[src/hdl/assert_macros.svh]
// Assertion macros shared by the ring buffer RTL.
`ifndef ASSERT_MACROS_SVH
`define ASSERT_MACROS_SVH

// Check a property at every rising clk edge outside reset.
`define ASSERT_CLK(lbl, prop, msg) \
  lbl: assert property (@(posedge clk) disable iff (rst) (prop)) else $error(msg);

// Check that a condition implies a consequence in the same cycle.
`define ASSERT_IMPLY(lbl, cond, cons, msg) \
  lbl: assert property (@(posedge clk) disable iff (rst) (cond) |-> (cons)) else $error(msg);

`endif

[src/hdl/orbavg_pkg.sv]
// Shared types, constants and helpers for the averaging ring buffer.
`default_nettype none

package orbavg_pkg;

  localparam int DATA_W            = 32;
  localparam int CNT_W             = 7;
  localparam int CNT_MAX           = (1 << CNT_W) - 1;
  localparam int ETYPE_W           = 2;
  localparam int CFG_ADDR_W        = 3;
  localparam int CFG_DATA_W        = 32;
  localparam int DEFAULT_MAX_DEPTH = 64;
  localparam int DEPTH_RESET       = 64;

  // Register indexes, decoded from paddr[2]
  localparam logic REG_DEPTH = 1'b0;
  localparam logic REG_ETYPE = 1'b1;

  // Element type codes
  localparam logic [ETYPE_W-1:0] ETYPE_S8  = 2'd0;
  localparam logic [ETYPE_W-1:0] ETYPE_S16 = 2'd1;
  localparam logic [ETYPE_W-1:0] ETYPE_S32 = 2'd2;

  // Opcodes carried in s_tuser
  localparam logic OP_PUSH = 1'b0;
  localparam logic OP_POP  = 1'b1;

  typedef struct packed {
    logic [CNT_W-1:0]   depth;
    logic [ETYPE_W-1:0] etype;
    logic               clear;
  } cfg_t;

  typedef struct packed {
    logic busy;
    logic done;
  } div_status_t;

  // Keep the low bits that the element type selects and sign-extend them.
  function automatic logic [DATA_W-1:0] widen(input logic [DATA_W-1:0] raw,
                                              input logic [ETYPE_W-1:0] et);
    logic [DATA_W-1:0] v;
    case (et)
      ETYPE_S16: v = {{(DATA_W-16){raw[15]}}, raw[15:0]};
      ETYPE_S32: v = raw;
      default:   v = {{(DATA_W-8){raw[7]}}, raw[7:0]};
    endcase
    return v;
  endfunction

endpackage

`default_nettype wire

[src/hdl/orbavg_ram.sv]
// Generic single-write, single-read RAM with registered read data.
`default_nettype none

module orbavg_ram #(
  parameter int WIDTH = 32,
  parameter int DEPTH = 64
) (
  input  wire logic                     clk,
  input  wire logic                     we,
  input  wire logic [$clog2(DEPTH)-1:0] waddr,
  input  wire logic [WIDTH-1:0]         wdata,
  input  wire logic [$clog2(DEPTH)-1:0] raddr,
  output logic      [WIDTH-1:0]         rdata
);

  logic [WIDTH-1:0] mem [DEPTH];

  always_ff @(posedge clk) begin
    if (we) begin
      mem[waddr] <= wdata;
    end
    rdata <= mem[raddr];
  end

endmodule

`default_nettype wire

[src/hdl/orbavg_cfg.sv]
// APB register block: ring depth and element type.
`default_nettype none

module orbavg_cfg import orbavg_pkg::*; (
  input  wire logic                  clk,
  input  wire logic                  rst,
  input  wire logic                  psel,
  input  wire logic                  penable,
  input  wire logic                  pwrite,
  input  wire logic [CFG_ADDR_W-1:0] paddr,
  input  wire logic [CFG_DATA_W-1:0] pwdata,
  output logic      [CFG_DATA_W-1:0] prdata,
  output logic                       pready,
  output cfg_t                       cfg
);

  logic [CNT_W-1:0]   depth;
  logic [ETYPE_W-1:0] etype;
  logic               wr;

  assign pready = 1'b1;
  assign wr     = psel & penable & pwrite & pready;

  always_ff @(posedge clk) begin
    if (rst) begin
      depth <= CNT_W'(DEPTH_RESET);
      etype <= ETYPE_S8;
    end else if (wr) begin
      case (paddr[2])
        REG_DEPTH: depth <= pwdata[CNT_W-1:0];
        REG_ETYPE: etype <= pwdata[ETYPE_W-1:0];
        default:   depth <= depth;
      endcase
    end
  end

  always_comb begin
    case (paddr[2])
      REG_DEPTH: prdata = {{(CFG_DATA_W-CNT_W){1'b0}}, depth};
      REG_ETYPE: prdata = {{(CFG_DATA_W-ETYPE_W){1'b0}}, etype};
      default:   prdata = '0;
    endcase
  end

  // Either register write empties the ring
  assign cfg.depth = depth;
  assign cfg.etype = etype;
  assign cfg.clear = wr;

endmodule

`default_nettype wire

[src/hdl/orbavg_div.sv]
// Restoring divider, one quotient bit per cycle, unsigned operands.
`default_nettype none

`include "assert_macros.svh"

module orbavg_div import orbavg_pkg::*; #(
  parameter int DIVIDEND_W = 38,
  parameter int DIVISOR_W  = 7
) (
  input  wire logic                  clk,
  input  wire logic                  rst,
  input  wire logic                  start,
  input  wire logic [DIVIDEND_W-1:0] dividend,
  input  wire logic [DIVISOR_W-1:0]  divisor,
  output div_status_t                status,
  output logic      [DIVIDEND_W-1:0] quotient
);

  localparam int CW = $clog2(DIVIDEND_W + 1);

  logic [DIVISOR_W-1:0] rem;
  logic [DIVISOR_W-1:0] dvsr;
  logic [CW-1:0]        cnt;
  logic                 busy;
  logic                 done;
  logic [DIVISOR_W:0]   trial;
  logic                 ge;
  logic [DIVISOR_W:0]   diff;

  // Shift in the next dividend bit and try a subtract
  assign trial = {rem, quotient[DIVIDEND_W-1]};
  assign ge    = trial >= {1'b0, dvsr};
  assign diff  = trial - {1'b0, dvsr};

  always_ff @(posedge clk) begin
    if (rst) begin
      busy <= 1'b0;
      done <= 1'b0;
      cnt  <= '0;
    end else begin
      done <= 1'b0;
      if (start) begin
        busy <= 1'b1;
        cnt  <= CW'(DIVIDEND_W);
      end else if (busy) begin
        cnt <= cnt - 1'b1;
        if (cnt == CW'(1)) begin
          busy <= 1'b0;
          done <= 1'b1;
        end
      end
    end
  end

  always_ff @(posedge clk) begin
    if (start) begin
      quotient <= dividend;
      rem      <= '0;
      dvsr     <= divisor;
    end else if (busy) begin
      quotient <= {quotient[DIVIDEND_W-2:0], ge};
      rem      <= ge ? diff[DIVISOR_W-1:0] : trial[DIVISOR_W-1:0];
    end
  end

  assign status.busy = busy;
  assign status.done = done;

  `ASSERT_IMPLY(a_div_nonzero, start, divisor != '0, "divider started with zero divisor")
  `ASSERT_IMPLY(a_div_rem, busy, rem < dvsr, "partial remainder not below divisor")
  `ASSERT_IMPLY(a_div_start_idle, start, !busy, "divider restarted while busy")

endmodule

`default_nettype wire

[src/hdl/overwriting_ring_buffer_with_average.sv]
// Ring buffer that overwrites its oldest sample when full and reports the mean.
// Each accepted beat passes through read, subtract, add and launch steps, then the
//   bit-serial divide (skipped when the ring ends up empty) and the output register.
// The block takes no new beat until it is through with the last one, including the divide;
//   s_tready is high only while the sequencer idles.
// Reset: empties the ring, clears the last popped value, depth 64, 8-bit samples.
`default_nettype none

`include "assert_macros.svh"

module overwriting_ring_buffer_with_average import orbavg_pkg::*; #(
  parameter int MAX_DEPTH = DEFAULT_MAX_DEPTH
) (
  input  wire logic                  clk,
  input  wire logic                  rst,
  // s_tdata: sample[31:0]
  input  wire logic                  s_tvalid,
  output logic                       s_tready,
  input  wire logic [DATA_W-1:0]     s_tdata,
  // s_tuser: opcode[0] (0 push, 1 pop)
  input  wire logic [0:0]            s_tuser,
  // m_tdata: popped_value[31:0], fill_count[38:32], mean_value[70:39], zero pad[71]
  output logic                       m_tvalid,
  input  wire logic                  m_tready,
  output logic [71:0]                m_tdata,
  // m_tuser: popped_valid[0], dropped_oldest[1]
  output logic [1:0]                 m_tuser,
  input  wire logic                  psel,
  input  wire logic                  penable,
  input  wire logic                  pwrite,
  input  wire logic [CFG_ADDR_W-1:0] paddr,
  input  wire logic [CFG_DATA_W-1:0] pwdata,
  output logic      [CFG_DATA_W-1:0] prdata,
  output logic                       pready
);

  localparam int AW       = $clog2(MAX_DEPTH);
  localparam int SUM_W    = DATA_W + AW;
  localparam int DepthCap = (MAX_DEPTH > CNT_MAX) ? CNT_MAX : MAX_DEPTH;

  typedef enum logic [6:0] {
    S_IDLE   = 7'b0000001,
    S_READ   = 7'b0000010,
    S_SUB    = 7'b0000100,
    S_ADD    = 7'b0001000,
    S_LAUNCH = 7'b0010000,
    S_DIVIDE = 7'b0100000,
    S_HOLD   = 7'b1000000
  } state_t;

  state_t state, state_next;

  cfg_t              cfg;
  logic [CNT_W-1:0]  live;

  logic              op;
  logic [DATA_W-1:0] smp;
  logic [AW-1:0]     head;
  logic [AW-1:0]     tail;
  logic [CNT_W-1:0]  count;
  logic [SUM_W-1:0]  sum;
  logic [DATA_W-1:0] last_popped;

  logic [DATA_W-1:0] res_popped;
  logic              res_valid;
  logic              res_dropped;
  logic              div_neg;

  logic [DATA_W-1:0] out_popped;
  logic              out_valid_flag;
  logic              out_dropped;
  logic [CNT_W-1:0]  out_count;
  logic [DATA_W-1:0] out_mean;

  logic              ram_we;
  logic [AW-1:0]     ram_raddr;
  logic [DATA_W-1:0] ram_rdata;

  logic              full;
  logic [SUM_W-1:0]  rd_ext;
  logic [SUM_W-1:0]  smp_ext;
  logic [SUM_W-1:0]  sum_abs;
  logic [DATA_W-1:0] quo_low;
  logic [DATA_W-1:0] mean;
  logic              out_free;

  logic              div_start;
  div_status_t       div_status;
  logic [SUM_W-1:0]  div_quotient;

  // Advance a ring index, wrapping at the live depth.
  function automatic logic [AW-1:0] next_slot(input logic [AW-1:0] idx,
                                               input logic [CNT_W-1:0] lim);
    logic [AW:0] inc;
    inc = {1'b0, idx} + 1'b1;
    return (32'(inc) >= 32'(lim)) ? '0 : inc[AW-1:0];
  endfunction

  orbavg_cfg u_cfg (
    .clk     (clk),
    .rst     (rst),
    .psel    (psel),
    .penable (penable),
    .pwrite  (pwrite),
    .paddr   (paddr),
    .pwdata  (pwdata),
    .prdata  (prdata),
    .pready  (pready),
    .cfg     (cfg)
  );

  // Depth 0 acts as 1; anything above the store size is capped.
  always_comb begin
    if (cfg.depth == '0) begin
      live = CNT_W'(1);
    end else if (32'(cfg.depth) > DepthCap) begin
      live = CNT_W'(DepthCap);
    end else begin
      live = cfg.depth;
    end
  end

  // Sample store: read head for a pop, tail for a push (equal to head when full)
  assign ram_raddr = (op == OP_POP) ? head : tail;
  assign ram_we    = (state == S_SUB) && (op == OP_PUSH);

  orbavg_ram #(
    .WIDTH (DATA_W),
    .DEPTH (MAX_DEPTH)
  ) u_store (
    .clk   (clk),
    .we    (ram_we),
    .waddr (tail),
    .wdata (smp),
    .raddr (ram_raddr),
    .rdata (ram_rdata)
  );

  assign full    = count >= live;
  assign rd_ext  = {{(SUM_W-DATA_W){ram_rdata[DATA_W-1]}}, ram_rdata};
  assign smp_ext = {{(SUM_W-DATA_W){smp[DATA_W-1]}}, smp};
  assign sum_abs = sum[SUM_W-1] ? (SUM_W'(0) - sum) : sum;

  assign div_start = (state == S_LAUNCH) && (count != '0);

  orbavg_div #(
    .DIVIDEND_W (SUM_W),
    .DIVISOR_W  (CNT_W)
  ) u_div (
    .clk      (clk),
    .rst      (rst),
    .start    (div_start),
    .dividend (sum_abs),
    .divisor  (count),
    .status   (div_status),
    .quotient (div_quotient)
  );

  // The mean always fits a sample, so the low word carries it; restore the sign
  assign quo_low  = div_quotient[DATA_W-1:0];
  assign mean     = (count == '0) ? '0 : (div_neg ? (DATA_W'(0) - quo_low) : quo_low);
  assign out_free = !m_tvalid || m_tready;

  always_comb begin
    state_next = state;
    case (state)
      S_IDLE:   if (s_tvalid) state_next = S_READ;
      S_READ:   state_next = S_SUB;
      S_SUB:    state_next = S_ADD;
      S_ADD:    state_next = S_LAUNCH;
      S_LAUNCH: state_next = (count == '0) ? S_HOLD : S_DIVIDE;
      S_DIVIDE: if (div_status.done) state_next = S_HOLD;
      S_HOLD:   if (out_free) state_next = S_IDLE;
      default:  state_next = S_IDLE;
    endcase
  end

  assign s_tready = (state == S_IDLE);

  // Sequencer and ring control
  always_ff @(posedge clk) begin
    if (rst) begin
      state       <= S_IDLE;
      head        <= '0;
      tail        <= '0;
      count       <= '0;
      sum         <= '0;
      last_popped <= '0;
    end else begin
      state <= state_next;
      if (cfg.clear) begin
        // Empty the ring; the last popped value survives
        head  <= '0;
        tail  <= '0;
        count <= '0;
        sum   <= '0;
      end else if (state == S_SUB) begin
        if (op == OP_PUSH) begin
          if (full) begin
            // Overwrite the oldest sample: drop it from the sum, move the head
            sum  <= sum - rd_ext;
            head <= next_slot(head, live);
          end else begin
            count <= count + 1'b1;
          end
          tail <= next_slot(tail, live);
        end else if (count != '0) begin
          sum         <= sum - rd_ext;
          last_popped <= ram_rdata;
          head        <= next_slot(head, live);
          count       <= count - 1'b1;
        end
      end else if (state == S_ADD && op == OP_PUSH) begin
        sum <= sum + smp_ext;
      end
    end
  end

  // Beat payload and per-step results
  always_ff @(posedge clk) begin
    if (s_tvalid && s_tready) begin
      op  <= s_tuser[0];
      smp <= widen(s_tdata, cfg.etype);
    end
    if (state == S_SUB) begin
      if (op == OP_PUSH) begin
        res_popped  <= '0;
        res_valid   <= 1'b0;
        res_dropped <= full;
      end else begin
        res_popped  <= (count != '0) ? ram_rdata : last_popped;
        res_valid   <= (count != '0);
        res_dropped <= 1'b0;
      end
    end
    if (state == S_LAUNCH) begin
      div_neg <= sum[SUM_W-1];
    end
  end

  // Output register: hold a result until the sink takes it
  always_ff @(posedge clk) begin
    if (rst) begin
      m_tvalid <= 1'b0;
    end else if (state == S_HOLD && out_free) begin
      m_tvalid <= 1'b1;
    end else if (m_tready) begin
      m_tvalid <= 1'b0;
    end
  end

  always_ff @(posedge clk) begin
    if (state == S_HOLD && out_free) begin
      out_popped     <= res_popped;
      out_valid_flag <= res_valid;
      out_dropped    <= res_dropped;
      out_count      <= count;
      out_mean       <= mean;
    end
  end

  assign m_tdata = {1'b0, out_mean, out_count, out_popped};
  assign m_tuser = {out_dropped, out_valid_flag};

  `ASSERT_CLK(a_count_bound, count <= live, "held count exceeds live depth")
  `ASSERT_IMPLY(a_empty_sum, count == '0, sum == '0, "empty ring with nonzero sum")
  `ASSERT_IMPLY(a_ring_edges, (count == '0) || (count == live), head == tail,
                "head and tail disagree on an empty or full ring")
  `ASSERT_IMPLY(a_div_done_state, div_status.done, state == S_DIVIDE,
                "divider finished outside the divide state")

endmodule

`default_nettype wire

[config.mk]
export PLATFORM = sky130hd
export DESIGN_NAME = overwriting_ring_buffer_with_average
export DESIGN_NICKNAME = d
export VERILOG_FILES = /design/src/hdl/orbavg_pkg.sv /design/src/hdl/orbavg_ram.sv /design/src/hdl/orbavg_cfg.sv /design/src/hdl/orbavg_div.sv /design/src/hdl/overwriting_ring_buffer_with_average.sv
export VERILOG_INCLUDE_DIRS = /design/src /design/src/hdl
export SDC_FILE = /design/constraint.sdc
export NUM_CORES = 2
export LEC_CHECK = 0
export ABC_CLOCK_PERIOD_IN_PS = 9300
export BUFFER_PORTS_ARGS = -buffer_cell sky130_fd_sc_hd__buf_2
export CAP_MARGIN = 20
export CORE_UTILIZATION = 65
export CTS_CLUSTER_SIZE = 25
export DETAILED_ROUTE_END_ITERATION = 12
export PLACE_DENSITY_LB_ADDON = 0.2
export SLEW_MARGIN = 25
export SYNTH_ARGS = -nofsm -noshare
export SYNTH_HDL_FRONTEND = slang
export SYNTH_SLANG_ARGS = --single-unit
[constraint.sdc]
create_clock -name clk -period 9.3 [get_ports clk]
set_input_delay 1.86 -clock clk [delete_from_list [all_inputs] [get_ports clk]]
set_output_delay 1.86 -clock clk [all_outputs]
set_load 0.005 [all_outputs]
==> impl_metrics.tcl <==
set metrics [dict create \
    path_class "flip-flop to flip-flop" \
    placeableCoreArea_mm2 0.146 \
    drive_gt1_share_pct 21.0 \
    crit_buf_inv 1 \
    routedWlPerCell_um 32.4 \
    tns_ns 0 \
    clkSlewWorstSetupHoldPaths_ns 0.07 \
    initial_core_util_pct 65.8 \
    period_minus_slack_ns 5.50 \
    num_rows 140 \
    yosys-top-cells-area "edfxtp_1 (70%), mux4_2 (12%), dfxtp_1 (3.2%)" \
    cpMaxStageDelayCell "edfxtp_1" \
    status "complete, no violations" \
    io_pins 184 \
    start_kind "flip-flop" \
    antenna_found_initial 24 \
    slowest_delay_ns 0.63 \
    grt_usage_pct 34.2 \
    tightest_slew_ns 1.17 \
    final_max_slew_viol_count 0 \
    cpMostUsedCell "a211oi_1" \
    grt.overflow.total 0 \
    portBuffers 129 \
    synthArstFlopShare_pct 0 \
    area_delta_synth_final_pct 11.5 \
    post-cts-setup-buffer-count 0 \
    cts_resized 0 \
    first_iter_violations 7407 \
    min_path_type "flip-flop to flip-flop" \
    cp_data_arrival_time_ns 6.27 \
    fin_nets 5916 \
    path_cells "buf_4 -> or4_1 -> or4_4 -> nor3_4 -> or3b_2 -> xnor2_1 -> nand2_1 -> o21ai_0 -> ha_1 -> nand4_1 -> a211o_1 -> a211oi_1 -> nor2_1 -> a211oi_1 -> or3_1 -> nand3_1 -> a21oi_1" \
    grt_max_degree 120 \
    synthesis.area_mm2 0.0963 \
    cts_sinks 2387 \
    setup_viol 0 \
    dominantRegCellSynth "edfxtp_1" \
    h-tree-depth 4 \
    cpLargestDelayFamily "simple AND/OR/NAND/NOR gates" \
    routed_wl_um 255000 \
    yosysTopAreaCell "edfxtp_1" \
    num-fill-cells 8186 \
    grt_pass1_vias 52717 \
    vdd_drop_max_mv 0.195 \
    rsz0062_at_grt "no" \
    maxCapViolCount 0 \
    die_h_um 387 \
    synthCells 5532 \
    post_synth.cell_area_avg_um2 17.4 \
    synth.top_cell.area_share_pct 69.7 \
    cts-root-buf "clkbuf_16" \
    vias_per_cell 6.82 \
    synth-edff-count 2234 \
    cts_buffer_depth 3 \
    synth_cell_type_count 77 \
    ys_seq_area_share_pct 72.8 \
    fin_skew_ns 0.0426 \
    cts_buffers 223 \
    fmax_ghz 0.182 \
    hold_viol_final 0 \
    cts_hold_buf 0 \
    synth_most_common_cell "edfxtp_1" \
    drtPass1Iterations 6 \
    leakagePower_uw 0.0364 \
    cts_tree "done" \
    gp_congestion 0.918 \
    cp-end-kind "flip-flop" \
    p_per_area_mw_per_mm2 220 \
    relSlewSlack_pct 21.9 \
    die-area_mm2 0.150 \
    die_x_um 387 \
    cp_max_fo 17 \
    yosys_register_bits 2387 \
    drc 0 \
    period_share_pct 59.2 \
    dpl.hpwl_um 141000 \
    vias 53616 \
    yosysWarningCount 0 \
    grt_pass1_wl_um 364000 \
    synthTopCellsByCount "edfxtp_1 (2234), nand2_1 (746), mux4_2 (512)" \
    fin_util_pct 73.4 \
    clk-insertion-delay-late_ns 0.86 \
    crit_required_ns 10.06 \
    drtAntennaViolNets 0 \
]
[placed cells by master, fill, tap and decap left out, types with 96 or more instances in the layout]
master / count
nor2_1: 136
a21oi_1: 214
buf_2: 129
mux2i_1: 106
nand2_1: 745
edfxtp_1: 2234
o21ai_0: 183
buf_4: 156
nand3_1: 102
mux4_2: 512
dfxtp_1: 153
xor2_1: 96
clkbuf_16: 231
[path summary, 6_finish.rpt]
path                      start       endpoint  slack [ns]  depth (start not counted)
setup / recovery         smp[8]        sum[36]        3.80                         17
hold / removal    res_popped[4]  out_popped[4]        0.42                          0
setup reg to reg         smp[8]        sum[36]        3.80                         17
hold reg to reg   res_popped[4]  out_popped[4]        0.42                          0
[per-stage QoR]
stage / area [um2] / hold WS, ns / setup WS, ns / power, uW / instances
6_report: 107000 / 0.416 / 3.80 / 23600 / 7866
5_1_grt: 107000 / 0.422 / 3.46 / 24100 / 7866
4_1_cts: 107000 / 0.416 / 3.85 / 23500 / 7863
3_5_place_dp: 100000 / 0.405 / 3.88 / 14800 / 7450
3_3_place_gp: 100000 / 0.406 / 3.93 / 14700 / 7440
2_1_floorplan: 96400 / 0.400 / 3.55 / 13900 / 5557
[flip-flops by register name, summed over array words and instances, names as in the netlist, 7 cells and up]
name and flops:
smp 32, u_store.mem 2048, out_mean 32, out_popped 32
u_div.rem 7, u_div.dvsr 7, sum 38, count 7
out_count 7, last_popped 32, u_div.quotient 38, u_cfg.depth 7
res_popped 32, u_store.rdata 32, state 7
[cells by family (layout without fill, tap and decap cells)]
family / count (synthesis) / after routing / synth area share, %
DFF: 2387 / 2387 / 72.8
muxes: 624 / 624 / 13.1
and+or+nand+nor: 1274 / 1274 / 5.80
AOI/OAI and AO/OA: 653 / 653 / 4.21
adders and majority gates: 82 / 82 / 1.09
other: 2 / 29 / 0.00780
xor gates and xnor gates: 139 / 139 / 1.26
buffers and inverters: 371 / 761 / 1.64
[metal layers]
layer | global-route usage [%] | part of all wire [%]
met5 | 0 | 0.036
met4 | 15.1 | 4.9
met3 | 11.4 | 14
met2 | 52.0 | 46
met1 | 45.5 | 35
[final cells by class]
type | instances | area [um2] | area share (%)
tap | 1917 | 2400 | 2.23
antenna | 2 | 5.00 | 0.00466
inverter | 43 | 161 | 0.150
timing repair buffer | 305 | 2260 | 2.10
multi-input combinational | 2799 | 25300 | 23.5
clock inverter | 116 | 1030 | 0.959
clock buffer | 297 | 6080 | 5.66
sequential | 2387 | 70100 | 65.3
[report_power, final]
group	switching (uW)	internal, uW
Combinational	1550	499
Clock	3910	5000
Sequential	217	12400
Power figures use the tool's default switching activity.
